[src/hw/rtl/grc_pkg.sv]
`default_nettype none
package grc_pkg;
	localparam int unsigned COL_W = 10;
	localparam int unsigned DIR_W = 16;
	localparam int unsigned CFG_W = 11;
	localparam int unsigned DIST_W = 24;
	localparam logic [DIST_W-1:0] DIST_MAX = 24'hFFFFFF;
	localparam logic [15:0] LINE_MAX = 16'hFFFF;
	localparam logic [11:0] PLANE_Y_Q12 = 12'd2703;
	localparam logic [0:0] REG_WIDTH = 1'b0;
	localparam logic [0:0] REG_HEIGHT = 1'b1;

	typedef struct packed {
		logic [COL_W-1:0] column;
		logic signed [DIR_W-1:0] rx;
		logic signed [DIR_W-1:0] ry;
	} ray_t;
endpackage
`default_nettype wire

[src/hw/rtl/grid_raycast_column_span_top.sv]
`default_nettype none
// Channel   Direction  Fields
// s_axis    in         tdata: column, dir_x, dir_y
// m_axis    out        tdata: column_out, ceiling_end, wall_end, hit_side
// cfg       in         wr_en, wr_index, wr_data
// A request passes from acceptance through the front's ray division and then the back end,
// which runs two step divisions, a grid walk of 1 to 4*MAP_SIZE steps and a line-height
// division in series; each of those three divisions is skipped when its divisor is zero.
// The back end holds one request at a time, which sets the rate; the front prepares
// the next ray meanwhile and then stalls s_axis until the back takes it.
// Reset clears control state and loads default screen size; m_axis waits stall the back.
module grid_raycast_column_span_top #(
	parameter int unsigned MAP_SIZE = 10
) (
	input  wire logic        clk,
	input  wire logic        arst_n,
	input  wire logic        wr_en,
	input  wire logic        wr_index,
	input  wire logic [10:0] wr_data,
	input  wire logic        s_axis_tvalid,
	output logic             s_axis_tready,
	input  wire logic [47:0] s_axis_tdata, // column[9:0], dir_x[25:10], dir_y[41:26]
	output logic             m_axis_tvalid,
	input  wire logic        m_axis_tready,
	// column_out[9:0], ceiling_end[19:10], wall_end[29:20], hit_side[30]
	output logic [31:0]      m_axis_tdata
);
	logic [10:0] width_q, height_q;
	logic qv, qr;
	grc_pkg::ray_t qd;
	logic [9:0] co, ce, we;
	logic hs;

	always_ff @(posedge clk or negedge arst_n) begin
		if (!arst_n) begin
			width_q <= 11'd320;
			height_q <= 11'd180;
		end else if (wr_en) begin
			if (wr_index == grc_pkg::REG_WIDTH) width_q <= wr_data;
			else height_q <= wr_data;
		end
	end

	grc_front u_front (
		.clk(clk), .arst_n(arst_n), .screen_width(width_q),
		.in_valid(s_axis_tvalid), .in_ready(s_axis_tready),
		.column(s_axis_tdata[9:0]), .dir_x(s_axis_tdata[25:10]), .dir_y(s_axis_tdata[41:26]),
		.q_valid(qv), .q_ready(qr), .q_data(qd)
	);

	grc_back #(.MAP_SIZE(MAP_SIZE)) u_back (
		.clk(clk), .arst_n(arst_n), .screen_width(width_q),
		.q_valid(qv), .q_ready(qr), .q_data(qd),
		.out_valid(m_axis_tvalid), .out_ready(m_axis_tready),
		.column_out(co), .ceiling_end(ce), .wall_end(we), .hit_side(hs)
	);

	assign m_axis_tdata = {1'b0, hs, we, ce, co};
endmodule
`default_nettype wire

[src/hw/rtl/grc_divider.sv]
`default_nettype none
module grc_divider #(
	parameter int unsigned NUM_W = 29,
	parameter int unsigned DEN_W = 24
) (
	input  wire logic             clk,
	input  wire logic             arst_n,
	input  wire logic             start,
	input  wire logic [NUM_W-1:0] num,
	input  wire logic [DEN_W-1:0] den,
	output logic                  busy,
	output logic                  done,
	output logic [NUM_W-1:0]      quot
);
	localparam int unsigned CNT_W = $clog2(NUM_W + 1);
	logic [NUM_W-1:0] num_q;
	logic [DEN_W-1:0] den_q;
	logic [DEN_W:0] rem_q;
	logic [CNT_W-1:0] cnt_q;
	logic [DEN_W:0] trial;
	logic [DEN_W:0] shifted;

	assign shifted = {rem_q[DEN_W-1:0], num_q[NUM_W-1]};
	assign trial = shifted - {1'b0, den_q};

	always_ff @(posedge clk or negedge arst_n) begin
		if (!arst_n) begin
			busy <= 1'b0;
			done <= 1'b0;
			cnt_q <= '0;
		end else begin
			done <= 1'b0;
			if (start) begin
				busy <= 1'b1;
				cnt_q <= CNT_W'(NUM_W);
			end else if (busy) begin
				cnt_q <= cnt_q - 1'b1;
				if (cnt_q == CNT_W'(1)) begin
					busy <= 1'b0;
					done <= 1'b1;
				end
			end
		end
	end

	always_ff @(posedge clk) begin
		if (start) begin
			num_q <= num;
			den_q <= den;
			rem_q <= '0;
			quot <= '0;
		end else if (busy) begin
			num_q <= {num_q[NUM_W-2:0], 1'b0};
			if (!trial[DEN_W]) begin
				rem_q <= trial;
				quot <= {quot[NUM_W-2:0], 1'b1};
			end else begin
				rem_q <= shifted;
				quot <= {quot[NUM_W-2:0], 1'b0};
			end
		end
	end
endmodule
`default_nettype wire

[src/hw/rtl/grc_front.sv]
`default_nettype none
module grc_front (
	input  wire logic                        clk,
	input  wire logic                        arst_n,
	input  wire logic [grc_pkg::CFG_W-1:0]   screen_width,
	input  wire logic                        in_valid,
	output logic                             in_ready,
	input  wire logic [grc_pkg::COL_W-1:0]   column,
	input  wire logic signed [15:0]          dir_x,
	input  wire logic signed [15:0]          dir_y,
	output logic                             q_valid,
	input  wire logic                        q_ready,
	output grc_pkg::ray_t                    q_data
);
	localparam logic [1:0] ST_IDLE = 2'd0;
	localparam logic [1:0] ST_DIV = 2'd1;
	localparam logic [1:0] ST_OUT = 2'd2;

	logic [1:0] state_q;
	logic [grc_pkg::COL_W-1:0] col_q;
	logic signed [15:0] dx_q, dy_q;
	logic div_start, div_busy, div_done;
	logic [22:0] div_quot;
	logic [22:0] num;
	logic [10:0] w;
	logic signed [23:0] cam;
	logic signed [37:0] prod;
	logic signed [23:0] yoff;
	logic signed [24:0] sx, sy;

	function automatic logic signed [15:0] sat16(input logic signed [24:0] v);
		if (v > 25'sd32767) return 16'sh7FFF;
		if (v < -25'sd32768) return 16'sh8000;
		return v[15:0];
	endfunction

	assign w = (screen_width == '0) ? 11'd1 : screen_width;
	assign num = {col_q, 13'd0};
	assign div_start = (state_q == ST_IDLE) && in_valid;
	assign in_ready = (state_q == ST_IDLE);

	grc_divider #(.NUM_W(23), .DEN_W(11)) u_div (
		.clk(clk), .arst_n(arst_n), .start(state_q == ST_DIV && !div_busy && !div_done),
		.num(num), .den(w), .busy(div_busy), .done(div_done), .quot(div_quot)
	);

	assign cam = $signed({1'b0, div_quot}) - 24'sd4096;
	assign prod = 38'(cam) * $signed({1'b0, grc_pkg::PLANE_Y_Q12});
	assign yoff = 24'(prod >>> 12);
	assign sx = 25'(dx_q) + 25'(cam);
	assign sy = 25'(dy_q) + 25'(yoff);

	always_ff @(posedge clk or negedge arst_n) begin
		if (!arst_n) begin
			state_q <= ST_IDLE;
			q_valid <= 1'b0;
		end else begin
			case (state_q)
				ST_IDLE: begin
					if (div_start) begin
						state_q <= ST_DIV;
					end
				end
				ST_DIV: begin
					if (div_done) begin
						state_q <= ST_OUT;
						q_valid <= 1'b1;
					end
				end
				ST_OUT: begin
					if (q_ready) begin
						q_valid <= 1'b0;
						state_q <= ST_IDLE;
					end
				end
				default: state_q <= ST_IDLE;
			endcase
		end
	end

	always_ff @(posedge clk) begin
		if (div_start) begin
			col_q <= column;
			dx_q <= dir_x;
			dy_q <= dir_y;
		end
		if (state_q == ST_DIV && div_done) begin
			q_data.column <= col_q;
			q_data.rx <= sat16(sx);
			q_data.ry <= sat16(sy);
		end
	end
endmodule
`default_nettype wire

[src/hw/rtl/grc_back.sv]
`default_nettype none
module grc_back #(
	parameter int unsigned MAP_SIZE = 10
) (
	input  wire logic                      clk,
	input  wire logic                      arst_n,
	input  wire logic [grc_pkg::CFG_W-1:0] screen_width,
	input  wire logic                      q_valid,
	output logic                           q_ready,
	input  wire grc_pkg::ray_t             q_data,
	output logic                           out_valid,
	input  wire logic                      out_ready,
	output logic [grc_pkg::COL_W-1:0]      column_out,
	output logic [9:0]                     ceiling_end,
	output logic [9:0]                     wall_end,
	output logic                           hit_side
);
	localparam int unsigned CW = $clog2(MAP_SIZE) + 2;
	localparam int unsigned IW = $clog2(MAP_SIZE * MAP_SIZE);
	localparam int unsigned SW = $clog2(4 * MAP_SIZE + 1);
	localparam logic [3:0] ST_IDLE = 4'd0;
	localparam logic [3:0] ST_DX = 4'd1;
	localparam logic [3:0] ST_DXW = 4'd2;
	localparam logic [3:0] ST_DY = 4'd3;
	localparam logic [3:0] ST_DYW = 4'd4;
	localparam logic [3:0] ST_WALK = 4'd5;
	localparam logic [3:0] ST_LH = 4'd6;
	localparam logic [3:0] ST_LHW = 4'd7;
	localparam logic [3:0] ST_FIN = 4'd8;
	localparam logic [3:0] ST_OUT = 4'd9;

	logic [3:0] state_q;
	grc_pkg::ray_t ray_q;
	logic [23:0] ddx_q, ddy_q, sdx_q, sdy_q, perp_q;
	logic signed [CW-1:0] mx_q, my_q;
	logic [SW-1:0] steps_q;
	logic side_q;
	logic [15:0] lh_q;

	logic dstart;
	logic [39:0] dnum;
	logic [23:0] dden;
	logic dbusy, ddone;
	logic [39:0] dquot;
	logic [15:0] arx, ary;

	assign arx = ray_q.rx[15] ? 16'(-ray_q.rx) : ray_q.rx;
	assign ary = ray_q.ry[15] ? 16'(-ray_q.ry) : ray_q.ry;

	always_comb begin
		dnum = 40'd1 << 28;
		dden = {8'd0, arx};
		dstart = 1'b0;
		case (state_q)
			ST_DX: begin
				dstart = (ray_q.rx != '0);
			end
			ST_DY: begin
				dden = {8'd0, ary};
				dstart = (ray_q.ry != '0);
			end
			ST_LH: begin
				dnum = {13'd0, screen_width[10:1], 17'd0} >> 1;
				dden = perp_q;
				dstart = (perp_q != '0);
			end
			default: ;
		endcase
	end

	grc_divider #(.NUM_W(40), .DEN_W(24)) u_div (
		.clk(clk), .arst_n(arst_n), .start(dstart), .num(dnum), .den(dden),
		.busy(dbusy), .done(ddone), .quot(dquot)
	);

	function automatic logic [23:0] sat24(input logic [39:0] v);
		return (v > 40'(grc_pkg::DIST_MAX)) ? grc_pkg::DIST_MAX : v[23:0];
	endfunction
	function automatic logic [23:0] sadd(input logic [23:0] a, input logic [23:0] b);
		logic [24:0] s;
		s = {1'b0, a} + {1'b0, b};
		return s[24] ? grc_pkg::DIST_MAX : s[23:0];
	endfunction

	logic stepx;
	logic signed [CW-1:0] nmx, nmy;
	logic wall;
	logic [IW-1:0] cell_idx;
	logic [23:0] nsdx, nsdy;
	logic [MAP_SIZE*MAP_SIZE-1:0] wall_map;
	always_comb begin
		for (int i = 0; i < MAP_SIZE; i++)
			for (int j = 0; j < MAP_SIZE; j++)
				wall_map[i*MAP_SIZE+j] = (i == 0 || j == 0 || i == MAP_SIZE-1 || j == MAP_SIZE-1);
	end
	assign stepx = sdx_q < sdy_q;
	assign nsdx = sadd(sdx_q, ddx_q);
	assign nsdy = sadd(sdy_q, ddy_q);
	assign nmx = stepx ? (ray_q.rx[15] ? mx_q - 1'b1 : mx_q + 1'b1) : mx_q;
	assign nmy = stepx ? my_q : (ray_q.ry[15] ? my_q - 1'b1 : my_q + 1'b1);
	assign cell_idx = IW'(nmx) * IW'(MAP_SIZE) + IW'(nmy);
	always_comb begin
		if (nmx < 0 || nmy < 0 || nmx >= CW'(MAP_SIZE) || nmy >= CW'(MAP_SIZE))
			wall = 1'b1;
		else
			wall = wall_map[cell_idx];
	end

	logic [9:0] h, hh, lh2;
	logic [15:0] e;
	assign h = screen_width[10:1];
	assign hh = {1'b0, h[9:1]};
	assign lh2 = lh_q[10:1];
	assign e = {1'b0, lh_q[15:1]} + 16'(hh);

	assign q_ready = (state_q == ST_IDLE);

	always_ff @(posedge clk or negedge arst_n) begin
		if (!arst_n) begin
			state_q <= ST_IDLE;
			out_valid <= 1'b0;
		end else begin
			case (state_q)
				ST_IDLE: if (q_valid) state_q <= ST_DX;
				ST_DX: state_q <= (ray_q.rx != '0) ? ST_DXW : ST_DY;
				ST_DXW: if (ddone) state_q <= ST_DY;
				ST_DY: state_q <= (ray_q.ry != '0) ? ST_DYW : ST_WALK;
				ST_DYW: if (ddone) state_q <= ST_WALK;
				ST_WALK: if (wall || steps_q == SW'(4*MAP_SIZE-1)) state_q <= ST_LH;
				ST_LH: state_q <= (perp_q != '0) ? ST_LHW : ST_FIN;
				ST_LHW: if (ddone) state_q <= ST_FIN;
				ST_FIN: begin
					state_q <= ST_OUT;
					out_valid <= 1'b1;
				end
				ST_OUT: if (out_ready) begin
					out_valid <= 1'b0;
					state_q <= ST_IDLE;
				end
				default: state_q <= ST_IDLE;
			endcase
		end
	end

	always_ff @(posedge clk) begin
		case (state_q)
			ST_IDLE: begin
				ray_q <= q_data;
				ddx_q <= grc_pkg::DIST_MAX;
				ddy_q <= grc_pkg::DIST_MAX;
				mx_q <= CW'(5);
				my_q <= CW'(5);
				steps_q <= '0;
			end
			ST_DXW: if (ddone) ddx_q <= sat24(dquot);
			ST_DYW: if (ddone) ddy_q <= sat24(dquot);
			ST_WALK: begin
				steps_q <= steps_q + 1'b1;
				mx_q <= nmx;
				my_q <= nmy;
				side_q <= !stepx;
				if (stepx) begin
					sdx_q <= nsdx;
					perp_q <= nsdx - ddx_q;
				end else begin
					sdy_q <= nsdy;
					perp_q <= nsdy - ddy_q;
				end
			end
			ST_LH: lh_q <= grc_pkg::LINE_MAX;
			ST_LHW: if (ddone)
				lh_q <= (dquot > 40'(grc_pkg::LINE_MAX)) ? grc_pkg::LINE_MAX : dquot[15:0];
			ST_FIN: begin
				column_out <= ray_q.column;
				hit_side <= side_q;
				ceiling_end <= (lh_q[15:1] > 15'(hh)) ? 10'd0 : hh - lh2;
				if (e >= 16'(h)) wall_end <= (h != '0) ? h - 1'b1 : 10'd0;
				else wall_end <= e[9:0];
			end
			default: ;
		endcase
		if (state_q == ST_DY || (state_q == ST_IDLE)) begin
			sdx_q <= (state_q == ST_IDLE) ? 24'd0 : ddx_q >> 1;
		end
		if (state_q == ST_DYW && ddone) sdy_q <= sat24(dquot) >> 1;
		if (state_q == ST_DY && ray_q.ry == '0) sdy_q <= grc_pkg::DIST_MAX >> 1;
	end
endmodule
`default_nettype wire
[config.mk]
export PLATFORM = sky130hd
export DESIGN_NAME = grid_raycast_column_span_top
export DESIGN_NICKNAME = d
export VERILOG_FILES = /design/src/hw/rtl/grc_pkg.sv /design/src/hw/rtl/grid_raycast_column_span_top.sv /design/src/hw/rtl/grc_divider.sv /design/src/hw/rtl/grc_front.sv /design/src/hw/rtl/grc_back.sv
export SDC_FILE = /design/constraint.sdc
export NUM_CORES = 2
export LEC_CHECK = 0
export ABC_AREA = 0
export BUFFER_PORTS_ARGS = -buffer_cell sky130_fd_sc_hd__buf_2
export CAP_MARGIN = 5
export CORE_AREA = 2 2 252 254
export DETAILED_ROUTE_END_ITERATION = 16
export DIE_AREA = 0 0 254 256
export PLACE_DENSITY_LB_ADDON = 0.05
export SLEW_MARGIN = 20
export SYNTH_ARGS = -nofsm -noshare
export SYNTH_HDL_FRONTEND = slang
export SYNTH_SLANG_ARGS = --single-unit
[constraint.sdc]
create_clock -name clk -period 12.9 [get_ports clk]
set_input_delay 1.935 -clock clk [delete_from_list [all_inputs] [get_ports clk]]
set_output_delay 1.935 -clock clk [all_outputs]
set_load 0.05 [all_outputs]
==> results.json <==
{
  "antenna_found_initial": 1,
  "track_usage_pct": 27.8,
  "ant_nets": 0,
  "cts_tree": "done",
  "first_global_vias": 28000,
  "worstSetupStartpointType": "register",
  "yosysSeqAreaShare_pct": 37.7,
  "vias_per_cell": 5.97,
  "regToRegSetupSlack_ns": 2.63,
  "grt-ovfl-total": 0,
  "clock_skew_ns": 0.0188,
  "synth_edf_count": 356,
  "ys_ff_latch": 512,
  "core_area_mm2": 0.0624,
  "cpPeakStageDelay_ns": 0.56,
  "ys.warnings.count": 0,
  "fp.dieH_um": 256,
  "htreeDepth": 2,
  "drive_above_1_share_pct": 8.62,
  "finalHoldViolCount": 0,
  "post_drt_wl_per_cell_um": 19.2,
  "synth-main-ff-cell": "edfxtp_1",
  "ys_async_sr_fraction_pct": 6.64,
  "crit_arrival_ns": 10.60,
  "num_rows": 92,
  "multi_input_area_mm2": 0.0212,
  "n_fill_cell": 5038,
  "clkSinkCount": 512,
  "post_cts_resized": 0,
  "crit_path_end_kind": "register",
  "grt_pass1_wl_mm": 145,
  "regArea_mm2": 0.0140,
  "cp.required_ns": 13.23,
  "globalplace.congestion": 0.937,
  "dieArea_mm2": 0.0650,
  "final_util_pct": 64.7,
  "clkTransAtPathRegs_ns": 0.06,
  "portBuffers": 91,
  "hpwlAfterDp_mm": 70.1,
  "cts_made_buffers": 57,
  "yosys.area.top_type_share_pct": 28.8,
  "crit_path_max_fanout": 13,
  "maxSlewHeadroom_pct": 29.9,
  "synth_area_leaders": "edfxtp_1, ha_1, dfxtp_1",
  "cap_violations": 0,
  "clk-insertion-delay-late_ns": 0.63,
  "die_w_um": 254,
  "num_vias": 28200,
  "worst_slew_pin_slew_ns": 1.05,
  "outcome": "completed",
  "fin_setup_tns_ns": 0,
  "synth_top_cell_by_area": "edfxtp_1",
  "totalWireLength_mm": 91.0,
  "firstDrtPassIters": 6,
  "final_max_slew_viol_count": 0,
  "drc": 0,
  "cts_hold_buf": 0,
  "netlist_area_mm2": 0.0371,
  "slowest_stage": "o2bb2ai_1",
  "nets": 4407,
  "cts_setup_buffers": 0,
  "fin_crit_sh_pct": 79.6,
  "syn_avg_cell_area_um2": 9.86,
  "setup_viol": 0,
  "worstSetupPathType": "reg -> reg",
  "synthDistinctLibCells": 86,
  "first_iter_violations": 1861,
  "syn_inst": 3765,
  "io_pins": 99,
  "grt_max_degree": 67,
  "holdWs_ns": 0.410,
  "fmax_ghz": 0.0974,
  "clk_path_buf_depth": 3,
  "initial_core_util_pct": 59.5,
  "synthToLayoutAreaGrowth_pct": 8.82,
  "clock-root-buffer": "clkbuf_16",
  "rsz0062_at_grt": "false",
  "min_period_ns": 10.27,
  "min_path_type": "reg -> reg"
}
-- sequential cells by signal, summed over array words and instances (netlist names), 10 cells and up --
| name | cells |
|---|---|
| u_front.u_div.quot | 23 |
| u_front.q_data | 42 |
| u_back.u_div.den_q | 24 |
| u_front.dy_q | 16 |
| u_back.u_div.quot | 40 |
| u_back.perp_q | 24 |
| u_back.wall_end | 10 |
| u_back.sdy_q | 24 |
| u_back.sdx_q | 24 |
| width_q | 11 |
| u_back.lh_q | 15 |
| u_back.ceiling_end | 10 |
| u_front.u_div.den_q | 11 |
| u_back.u_div.rem_q | 24 |
| u_back.u_div.num_q | 24 |
| u_front.u_div.num_q | 10 |
| u_back.ddx_q | 24 |
| u_back.column_out | 10 |
| u_back.ddy_q | 24 |
| u_front.col_q | 10 |
| u_back.ray_q | 42 |
| u_front.dx_q | 16 |
| u_front.u_div.rem_q | 11 |
-- cells in the mapped netlist (69+ instances only) --
cell type  number
mux2i_1        76
clkbuf_1       84
fa_1          115
nor2_1        232
nor3_1         70
dfxtp_1       122
nand2_1       287
a21oi_1       212
xnor2_1       151
ha_1          389
o21ai_0       218
edfxtp_1      356
or2_2          69
xor2_1         93
inv_1         414
-- worst paths after layout --
kind / start / end / cells past startpoint
max in group asynchronous: arst_n / u_back.u_div.busy / 1
setup / recovery: u_front.u_div.quot[12] / u_front.q_data[14] / 33
hold reg to reg: u_front.q_data[18] / u_back.ray_q[18] / 0
min in group asynchronous: arst_n / width_q[7] / 1
hold / removal: u_front.q_data[18] / u_back.ray_q[18] / 0
setup reg to reg: u_front.u_div.quot[12] / u_front.q_data[14] / 33
-- stage by stage --
step                std cells  setup WS (ns)  instance area (µm²)
floorplan                3766           4.54                37100
global placement         4625           2.95                38400
detailed placement       4625           2.73                38400
CTS                      4732           2.67                40400
global route             4733           2.02                40400
finish                   4733           2.63                40400
-- worst max-delay path, delay by kind of cell, from the launching register on --
kind            cells  cell delay [ns]
buf+inv             5             0.80
flops               1             0.37
compound gates     12             3.48
xor+xnor            3             0.95
mux                 1             0.40
fa+ha+maj           8             3.12
simple gates        4             0.83
-- kinds of logic after synthesis --
family                     after synthesis  synth area share [%]
xor gates and xnor gates               245                  5.80
AOI/OAI and AO/OA                      901                  16.2
and+or+nand+nor                        981                  12.8
adders and majority gates              504                  19.3
buffers and inverters                  521                  5.37
DFF                                    512                  37.7
other                                    1                0.0101
muxes                                  100                  2.78
-- layout by cell type, fill, tap and decap left out, drive strengths merged, types with 76 or more instances in the layout --
cell type	n
a21oi	212
buf	117
dfxtp	122
edfxtp	356
fa	115
ha	389
inv	421
mux2i	76
nand2	287
nor2	233
o21ai	224
xnor2	152
xor2	93
-- metal layers --
layer,global-route usage (%),part of all wire [%],up-vias
li1,-,-,13600
met1,35.3,42,13700
met2,48.0,49,766
met3,2.64,4.0,202
met4,12.5,4.7,0
met5,0,0,-
-- final cells by class --
cell class              count  area share [%]
diodes                      1         0.00620
clock buffers              69            3.72
clock inverters            38            1.12
inverters                 417            3.88
multi-input cells        2733            52.4
flip-flops and latches    512            34.6
well taps                 846            2.62
repair buffers            117            1.61
Power is left out: the tool's default activity adds up to more than one toggle a clock period on the data nets, which glitch-free logic cannot reach.
